[src/rtl/tdrf_pkg.sv]
// Shared widths, kind codes and result type for the timed disk request queue.
package tdrf_pkg;

	localparam int unsigned ID_W   = 32;
	localparam int unsigned TIME_W = 48;
	localparam int unsigned SVC_W  = 24;
	localparam int unsigned OCC_W  = 5;
	localparam int unsigned KIND_W = 2;

	localparam logic [SVC_W-1:0] SVC_RESET = 24'd2000000;

	typedef enum logic [KIND_W-1:0] {
		KIND_PUSH  = 2'd0,
		KIND_POP   = 2'd1,
		KIND_FIND  = 2'd2,
		KIND_CHECK = 2'd3
	} kind_t;

	typedef struct packed {
		logic [ID_W-1:0]  out_id;
		logic             out_valid;
		logic             found;
		logic             due;
		logic             overflow;
		logic [OCC_W-1:0] occupancy;
	} res_t;

endpackage

[src/rtl/tdrf_ram.sv]
// Generic single write port, single read port RAM with registered read data.
module tdrf_ram #(
	parameter int unsigned WIDTH = 32,
	parameter int unsigned DEPTH = 16
) (
	input  logic                     clk,
	input  logic                     we,
	input  logic [$clog2(DEPTH)-1:0] waddr,
	input  logic [WIDTH-1:0]         wdata,
	input  logic [$clog2(DEPTH)-1:0] raddr,
	output logic [WIDTH-1:0]         rdata
);

	logic [WIDTH-1:0] mem_q [DEPTH];

	always_ff @(posedge clk) begin
		if (we) begin
			mem_q[waddr] <= wdata;
		end
		rdata <= mem_q[raddr];
	end

endmodule

[src/rtl/tdrf_ctrl.sv]
// Queue sequencer: pointers, count, ring accesses and the ID scan.
module tdrf_ctrl import tdrf_pkg::*; #(
	parameter int unsigned QUEUE_DEPTH = 16
) (
	input  logic                           clk,
	input  logic                           arst_n,
	input  logic                           req_valid,
	output logic                           req_stall,
	input  logic [KIND_W-1:0]              kind,
	input  logic [ID_W-1:0]                proc_id,
	input  logic [TIME_W-1:0]              now,
	input  logic [SVC_W-1:0]               service_time,
	output logic                           ring_we,
	output logic [$clog2(QUEUE_DEPTH)-1:0] ring_waddr,
	output logic [ID_W-1:0]                id_wdata,
	output logic [TIME_W-1:0]              time_wdata,
	output logic [$clog2(QUEUE_DEPTH)-1:0] id_raddr,
	input  logic [ID_W-1:0]                id_rdata,
	output logic [$clog2(QUEUE_DEPTH)-1:0] time_raddr,
	input  logic [TIME_W-1:0]              time_rdata,
	output res_t                           pend,
	output logic                           pend_valid,
	input  logic                           pend_take
);

	localparam int unsigned PTR_W = $clog2(QUEUE_DEPTH);
	localparam int unsigned CNT_W = $clog2(QUEUE_DEPTH + 1);
	localparam logic [PTR_W-1:0] PTR_LAST = PTR_W'(QUEUE_DEPTH - 1);
	localparam logic [CNT_W-1:0] CNT_FULL = CNT_W'(QUEUE_DEPTH);

	typedef enum logic [3:0] {
		S_IDLE = 4'b0001,
		S_READ = 4'b0010,
		S_SCAN = 4'b0100,
		S_RESP = 4'b1000
	} state_t;

	state_t              state_q;
	kind_t               kind_q;
	logic [ID_W-1:0]     id_q;
	logic [TIME_W-1:0]   now_q;
	logic [PTR_W-1:0]    head_q;
	logic [PTR_W-1:0]    tail_q;
	logic [CNT_W-1:0]    count_q;
	logic [TIME_W-1:0]   last_time_q;
	logic [PTR_W-1:0]    scan_ptr_q;
	logic [CNT_W-1:0]    scan_left_q;
	res_t                pend_q;
	logic                accept;
	logic [TIME_W-1:0]   push_base;
	logic [TIME_W-1:0]   push_time;

	function automatic logic [PTR_W-1:0] ptr_next(input logic [PTR_W-1:0] p);
		ptr_next = (p == PTR_LAST) ? '0 : p + PTR_W'(1);
	endfunction

	function automatic logic [OCC_W-1:0] to_occ(input logic [CNT_W-1:0] c);
		logic [CNT_W+OCC_W-1:0] ext;
		ext = {{OCC_W{1'b0}}, c};
		to_occ = ext[OCC_W-1:0];
	endfunction

	function automatic res_t idle_res(input logic [CNT_W-1:0] c, input logic ovf);
		res_t r;
		r           = '0;
		r.overflow  = ovf;
		r.occupancy = to_occ(c);
		idle_res    = r;
	endfunction

	function automatic res_t pop_res(input logic [ID_W-1:0] id, input logic [CNT_W-1:0] c);
		res_t r;
		r           = '0;
		r.out_id    = id;
		r.out_valid = 1'b1;
		r.occupancy = to_occ(c);
		pop_res     = r;
	endfunction

	assign req_stall  = (state_q != S_IDLE);
	assign accept     = req_valid && !req_stall;
	assign pend       = pend_q;
	assign pend_valid = (state_q == S_RESP);

	// newest completion time is mirrored in a register, so a push needs no read
	assign push_base  = (count_q == '0) ? now : last_time_q;
	assign push_time  = push_base + {{(TIME_W-SVC_W){1'b0}}, service_time};

	assign ring_we    = accept && (kind_t'(kind) == KIND_PUSH) && (count_q != CNT_FULL);
	assign ring_waddr = tail_q;
	assign id_wdata   = proc_id;
	assign time_wdata = push_time;
	assign id_raddr   = (state_q == S_IDLE) ? head_q : scan_ptr_q;
	assign time_raddr = head_q;

	always_ff @(posedge clk) begin
		if (accept) begin
			kind_q <= kind_t'(kind);
			id_q   <= proc_id;
			now_q  <= now;
		end
		if (ring_we) begin
			last_time_q <= push_time;
		end
	end

	always_ff @(posedge clk or negedge arst_n) begin
		if (!arst_n) begin
			state_q     <= S_IDLE;
			head_q      <= '0;
			tail_q      <= '0;
			count_q     <= '0;
			scan_ptr_q  <= '0;
			scan_left_q <= '0;
			pend_q      <= '0;
		end else begin
			unique case (state_q)
				S_IDLE: begin
					if (accept) begin
						unique case (kind_t'(kind))
							KIND_PUSH: begin
								if (count_q == CNT_FULL) begin
									pend_q <= idle_res(count_q, 1'b1);
								end else begin
									tail_q  <= ptr_next(tail_q);
									count_q <= count_q + CNT_W'(1);
									pend_q  <= idle_res(count_q + CNT_W'(1), 1'b0);
								end
								state_q <= S_RESP;
							end
							KIND_POP, KIND_CHECK: begin
								pend_q  <= idle_res(count_q, 1'b0);
								state_q <= (count_q == '0) ? S_RESP : S_READ;
							end
							KIND_FIND: begin
								pend_q      <= idle_res(count_q, 1'b0);
								scan_ptr_q  <= ptr_next(head_q);
								scan_left_q <= count_q - CNT_W'(1);
								state_q     <= (count_q == '0) ? S_RESP : S_SCAN;
							end
							default: begin
								pend_q  <= idle_res(count_q, 1'b0);
								state_q <= S_RESP;
							end
						endcase
					end
				end
				S_READ: begin
					if (kind_q == KIND_POP) begin
						pend_q  <= pop_res(id_rdata, count_q - CNT_W'(1));
						head_q  <= ptr_next(head_q);
						count_q <= count_q - CNT_W'(1);
					end else begin
						pend_q.due <= (time_rdata == now_q);
					end
					state_q <= S_RESP;
				end
				S_SCAN: begin
					// rdata holds the entry addressed in the previous cycle
					if (id_rdata == id_q) begin
						pend_q.found <= 1'b1;
						state_q      <= S_RESP;
					end else if (scan_left_q == '0) begin
						state_q <= S_RESP;
					end else begin
						scan_ptr_q  <= ptr_next(scan_ptr_q);
						scan_left_q <= scan_left_q - CNT_W'(1);
					end
				end
				S_RESP: begin
					if (pend_take) begin
						state_q <= S_IDLE;
					end
				end
				default: state_q <= S_IDLE;
			endcase
		end
	end

endmodule

[src/rtl/timed_disk_request_fifo_top.sv]
// Top level of the timed disk request queue: config register, rings and result register.
//
//   channel  direction  handshake            beat contents
//   req      in         req_valid/req_stall  kind, proc_id, now
//   rsp      out        rsp_valid/rsp_stall  out_id, out_valid, found, due, overflow, occupancy
//   cfg      in         cfg_wr_en            cfg_wr_data (service_time)
//
// Push and empty-queue items: the result is registered on accept, going straight to the response state.
// Pop and due check: one RAM read of the head slot (S_READ) before the response state.
// Lookup: up to QUEUE_DEPTH ring entries compared, one ring entry compared per cycle.
// Reset clears pointers and count and sets the service time to 2000000; rings need no clearing.
// A held result in the output register does not block the next req beat.
module timed_disk_request_fifo_top import tdrf_pkg::*; #(
	parameter int unsigned QUEUE_DEPTH = 16
) (
	input  logic               clk,
	input  logic               arst_n,
	input  logic               req_valid,
	output logic               req_stall,
	input  logic [KIND_W-1:0]  kind,
	input  logic [ID_W-1:0]    proc_id,
	input  logic [TIME_W-1:0]  now,
	output logic               rsp_valid,
	input  logic               rsp_stall,
	output logic [ID_W-1:0]    out_id,
	output logic               out_valid,
	output logic               found,
	output logic               due,
	output logic               overflow,
	output logic [OCC_W-1:0]   occupancy,
	input  logic               cfg_wr_en,
	input  logic [SVC_W-1:0]   cfg_wr_data
);

	localparam int unsigned PTR_W = $clog2(QUEUE_DEPTH);

	logic [SVC_W-1:0]  service_time_q;
	logic              rsp_valid_q;
	res_t              rsp_q;
	logic              ring_we;
	logic [PTR_W-1:0]  ring_waddr;
	logic [ID_W-1:0]   id_wdata;
	logic [TIME_W-1:0] time_wdata;
	logic [PTR_W-1:0]  id_raddr;
	logic [ID_W-1:0]   id_rdata;
	logic [PTR_W-1:0]  time_raddr;
	logic [TIME_W-1:0] time_rdata;
	res_t              pend;
	logic              pend_valid;
	logic              pend_take;

	assign pend_take = pend_valid && (!rsp_valid_q || !rsp_stall);

	always_ff @(posedge clk or negedge arst_n) begin
		if (!arst_n) begin
			service_time_q <= SVC_RESET;
			rsp_valid_q    <= 1'b0;
		end else begin
			if (cfg_wr_en) begin
				service_time_q <= cfg_wr_data;
			end
			if (pend_take) begin
				rsp_valid_q <= 1'b1;
			end else if (!rsp_stall) begin
				rsp_valid_q <= 1'b0;
			end
		end
	end

	always_ff @(posedge clk) begin
		if (pend_take) begin
			rsp_q <= pend;
		end
	end

	assign rsp_valid = rsp_valid_q;
	assign out_id    = rsp_q.out_id;
	assign out_valid = rsp_q.out_valid;
	assign found     = rsp_q.found;
	assign due       = rsp_q.due;
	assign overflow  = rsp_q.overflow;
	assign occupancy = rsp_q.occupancy;

	tdrf_ctrl #(
		.QUEUE_DEPTH(QUEUE_DEPTH)
	) u_ctrl (
		.clk         (clk),
		.arst_n      (arst_n),
		.req_valid   (req_valid),
		.req_stall   (req_stall),
		.kind        (kind),
		.proc_id     (proc_id),
		.now         (now),
		.service_time(service_time_q),
		.ring_we     (ring_we),
		.ring_waddr  (ring_waddr),
		.id_wdata    (id_wdata),
		.time_wdata  (time_wdata),
		.id_raddr    (id_raddr),
		.id_rdata    (id_rdata),
		.time_raddr  (time_raddr),
		.time_rdata  (time_rdata),
		.pend        (pend),
		.pend_valid  (pend_valid),
		.pend_take   (pend_take)
	);

	tdrf_ram #(
		.WIDTH(ID_W),
		.DEPTH(QUEUE_DEPTH)
	) u_id_ring (
		.clk  (clk),
		.we   (ring_we),
		.waddr(ring_waddr),
		.wdata(id_wdata),
		.raddr(id_raddr),
		.rdata(id_rdata)
	);

	tdrf_ram #(
		.WIDTH(TIME_W),
		.DEPTH(QUEUE_DEPTH)
	) u_time_ring (
		.clk  (clk),
		.we   (ring_we),
		.waddr(ring_waddr),
		.wdata(time_wdata),
		.raddr(time_raddr),
		.rdata(time_rdata)
	);

endmodule

[config.mk]
export PLATFORM = sky130hd
export DESIGN_NAME = timed_disk_request_fifo_top
export DESIGN_NICKNAME = d
export VERILOG_FILES = /design/src/rtl/tdrf_pkg.sv /design/src/rtl/tdrf_ram.sv /design/src/rtl/tdrf_ctrl.sv /design/src/rtl/timed_disk_request_fifo_top.sv
export SDC_FILE = /design/constraint.sdc
export NUM_CORES = 2
export LEC_CHECK = 0
export ABC_CLOCK_PERIOD_IN_PS = 13000
export BUFFER_PORTS_ARGS = -buffer_cell sky130_fd_sc_hd__buf_2
export CORE_MARGIN = 3
export CORE_UTILIZATION = 30
export DETAILED_ROUTE_END_ITERATION = 10
export PLACE_DENSITY = 0.41
export SYNTH_ARGS = -nofsm -noshare
export SYNTH_HDL_FRONTEND = slang
export SYNTH_SLANG_ARGS = --single-unit
[constraint.sdc]
create_clock -name clk -period 13 [get_ports clk]
set_input_delay 1.95 -clock clk [delete_from_list [all_inputs] [get_ports clk]]
set_output_delay 1.95 -clock clk [all_outputs]
set_load 0.005 [all_outputs]
==> results.sh <==
export IMPL_grt_pass1_vias=32728
export IMPL_clock_sinks=1623
export IMPL_num_rows=166
export IMPL_grt_max_degree=129
export IMPL_yosysWarnings=0
export IMPL_max_vdd_ir_drop_uv=220
export IMPL_cts_tree="done"
export IMPL_insertion_delay_ps=810
export IMPL_period_needed_ps=6060
export IMPL_rsz0062_at_grt="no"
export IMPL_yosys_register_bits=1623
export IMPL_min_period_over_period_pct=46.6
export IMPL_grt_overflow=0
export IMPL_worst_slew_pin_transition_ps=1290
export IMPL_finalMaxSlewViolations=0
export IMPL_cts_root_buffer="clkbuf_16"
export IMPL_wirelength_mm=175
export IMPL_wire_per_inst_um=28.1
export IMPL_async_reset_ff_share_pct=5.67
export IMPL_area_growth_pct=16.6
export IMPL_numCtsBuffers=175
export IMPL_gp_congestion=0.736
export IMPL_critPathArrivalTime_ps=6490
export IMPL_clock_skew_ps=27.4
export IMPL_die_h_um=462
export IMPL_port_buffers=153
export IMPL_hold_path_class="reg2reg"
export IMPL_cts_buffer_depth=3
export IMPL_cp_start_kind="flop"
export IMPL_finalWorstSetupSlack_ps=6940
export IMPL_pre_cts_ws_ps=6610
export IMPL_critPathRequiredTime_ps=13420
export IMPL_yosys_cell_types_count=69
export IMPL_firstDrtPassIters=5
export IMPL_post_cts_resized=0
export IMPL_synth_top_area_cell="edfxtp_1"
export IMPL_post_dp_hpwl_mm=99.0
export IMPL_clkTransAtPathRegs_ps=60
export IMPL_max_freq_ghz=0.165
export IMPL_ant_nets=0
export IMPL_syn_area_mm2=0.0624
export IMPL_yosysTopAreaCellShare_pct=69.8
export IMPL_critPathKind="reg2reg"
export IMPL_ios=154
export IMPL_syn_nets=3189
export IMPL_ys_seq_area_share_pct=76.1
export IMPL_fin_tns_setup_ps=0
export IMPL_avgViaCountPerCell=4.89
export IMPL_cap_violations=0
export IMPL_drt_iter0_markers=2360
export IMPL_vias=30528
export IMPL_synthTopCellsByArea="edfxtp_1 70%, mux4_2 13%, dfrtp_1 3.4%"
export IMPL_synthTopCellsByCount="1451 x edfxtp_1, 368 x mux4_2, 205 x nand2_1, 84 x dfrtp_1, 81 x clkbuf_1"
export IMPL_layout_drive_gt1_share_pct=27.4
export IMPL_track_usage_pct=16.5
export IMPL_globalRouteMet2Util_pct=26.6
export IMPL_drc=0
export IMPL_die_area_mm2=0.214
export IMPL_power_mw=16.1
export IMPL_antenna_found_initial=21
export IMPL_whs_ps=447
export IMPL_initial_core_util_pct=30.3
export IMPL_grt_busiest_layer="met2"
export IMPL_setup_viol=0
export IMPL_cts_hold_buf=0
export IMPL_status="finished, final reports clean"
export IMPL_synth_edf_count=1451
export IMPL_use_met1_pct=23.0
export IMPL_syn_instance_count=3042
export IMPL_critPathCaptureType="flop"
export IMPL_final_hold_viol_count=0
export IMPL_synth_most_common_cell="edfxtp_1"
export IMPL_use_met3_pct=3.00
export IMPL_cts_setup_buffers=0
export IMPL_fin_nets=3447
export IMPL_avgSynthCellArea_um2=20.5
export IMPL_p_leak_nw=23.5
export IMPL_h_tree_depth=4
export IMPL_core_mm2=0.206
export IMPL_die_x_um=462
export IMPL_cp_max_fo=36
export IMPL_grt_first_pass_wirelength_mm=249
export IMPL_post_route_util_pct=35.4
export IMPL_p_per_area_mw_per_mm2=221
export IMPL_synthFlopType="edfxtp_1"
export IMPL_timing_slew_headroom_pct=13.5
[worst paths after layout]
path | endpoint | start | cells past startpoint | slack, ps
max | u_time_ring.mem_q[8][46] | u_ctrl.count_q[0] | 17 | 6940
min | out_id[15] | u_ctrl.pend[24] | 0 | 450
max reg2reg | u_time_ring.mem_q[8][46] | u_ctrl.count_q[0] | 17 | 6940
min reg2reg | out_id[15] | u_ctrl.pend[24] | 0 | 450
max in group asynchronous | service_time_q[23] | arst_n | 2 | 10840
min in group asynchronous | u_ctrl.pend[16] | arst_n | 1 | 1090
[final cells by class]
class / count / area [µm²]
Inverter: 20 / 77.6
Antenna cell: 12 / 30.0
Fill cell: 19123 / 133000
Tap cell: 2772 / 3470
Multi-Input combinational cell: 1261 / 14500
Sequential cell: 1623 / 47500
Timing Repair Buffer: 219 / 1290
Clock buffer: 233 / 4810
Clock inverter: 98 / 1140
[report_power, final]
group	total [mW]	switching, mW	internal, mW
Clock	5.12	2.07	3.05
Sequential	6.78	0.300	6.48
Combinational	4.22	2.45	1.76
Total	16.1	4.82	11.3
[stage by stage]
stage / cell area [µm²] / std cells
CTS: 72700 / 6225
floorplan: 62400 / 3042
finish: 72800 / 6238
detailed placement: 66700 / 5894
global placement: 66700 / 5894
global route: 72800 / 6230
[state kept, by name, summed over array words and instances, names as in the netlist, 32 cells and up]
register	flops
u_time_ring.mem_q	768
u_id_ring.mem_q	512
u_ctrl.last_time_q	48
u_ctrl.now_q	48
u_time_ring.rdata	48
u_ctrl.pend	41
out_id	32
u_ctrl.id_q	32
u_id_ring.rdata	32
[critical path, stage by stage (launching register included)]
cell and delay, ps:
dfrtp_1 450, inv_1 150, ha_1 220, nor4b_4 310, buf_4 590, nand2_1 130, nand2_1 90, ha_1 200
fa_1 330, a21oi_1 140, o22ai_1 320, o41ai_2 200, nor3_1 240, o21ai_0 120, buf_4 190, a211oi_1 730
nand2_1 160, xnor2_1 1020
[metal layers]
layer,vias to the layer above,wire length [µm]
met1,16588,79300
met5,-,41
li1,12981,-
met3,231,8400
met4,6,3530
met2,722,84000
[cells in the final DEF, fill, tap and decap left out, types with 17 or more instances in the layout]
cell type | synthesis | layout
nand2_1 | 205 | 204
ha_1 | 35 | 35
nand3_1 | 31 | 31
xor2_1 | 75 | 74
nor2_1 | 45 | 43
edfxtp_1 | 1451 | 1451
clkinv_1 | 0 | 23
mux2_2 | 27 | 27
nor4_1 | 19 | 19
a31oi_1 | 35 | 35
mux2i_1 | 26 | 23
dfrtp_1 | 84 | 80
a211oi_1 | 39 | 39
dfxtp_1 | 80 | 80
xnor2_1 | 65 | 61
a21oi_1 | 34 | 32
mux4_2 | 368 | 368
and2_1 | 46 | 34
o21ai_0 | 36 | 35
inv_1 | 20 | 19
nand4_1 | 17 | 17
clkbuf_8 | 0 | 17
buf_4 | 10 | 65
a22o_1 | 36 | 36
bufinv_16 | 0 | 22
clkbuf_1 | 81 | 39
clkinv_2 | 0 | 30
buf_2 | 24 | 152
clkbuf_16 | 0 | 177
[kinds of logic (layout without fill, tap and decap cells)]
kind of cell,Yosys count,after routing,share of synthesized area (%)
flops,1623,1623,76.1
simple gates,423,423,3.25
mux,421,421,14.2
compound gates,241,241,2.70
buf+inv,158,570,1.08
xor+xnor,140,140,1.96
fa+ha+maj,36,36,0.734
other cells,0,12,0
(Power assumes the default switching activity.)
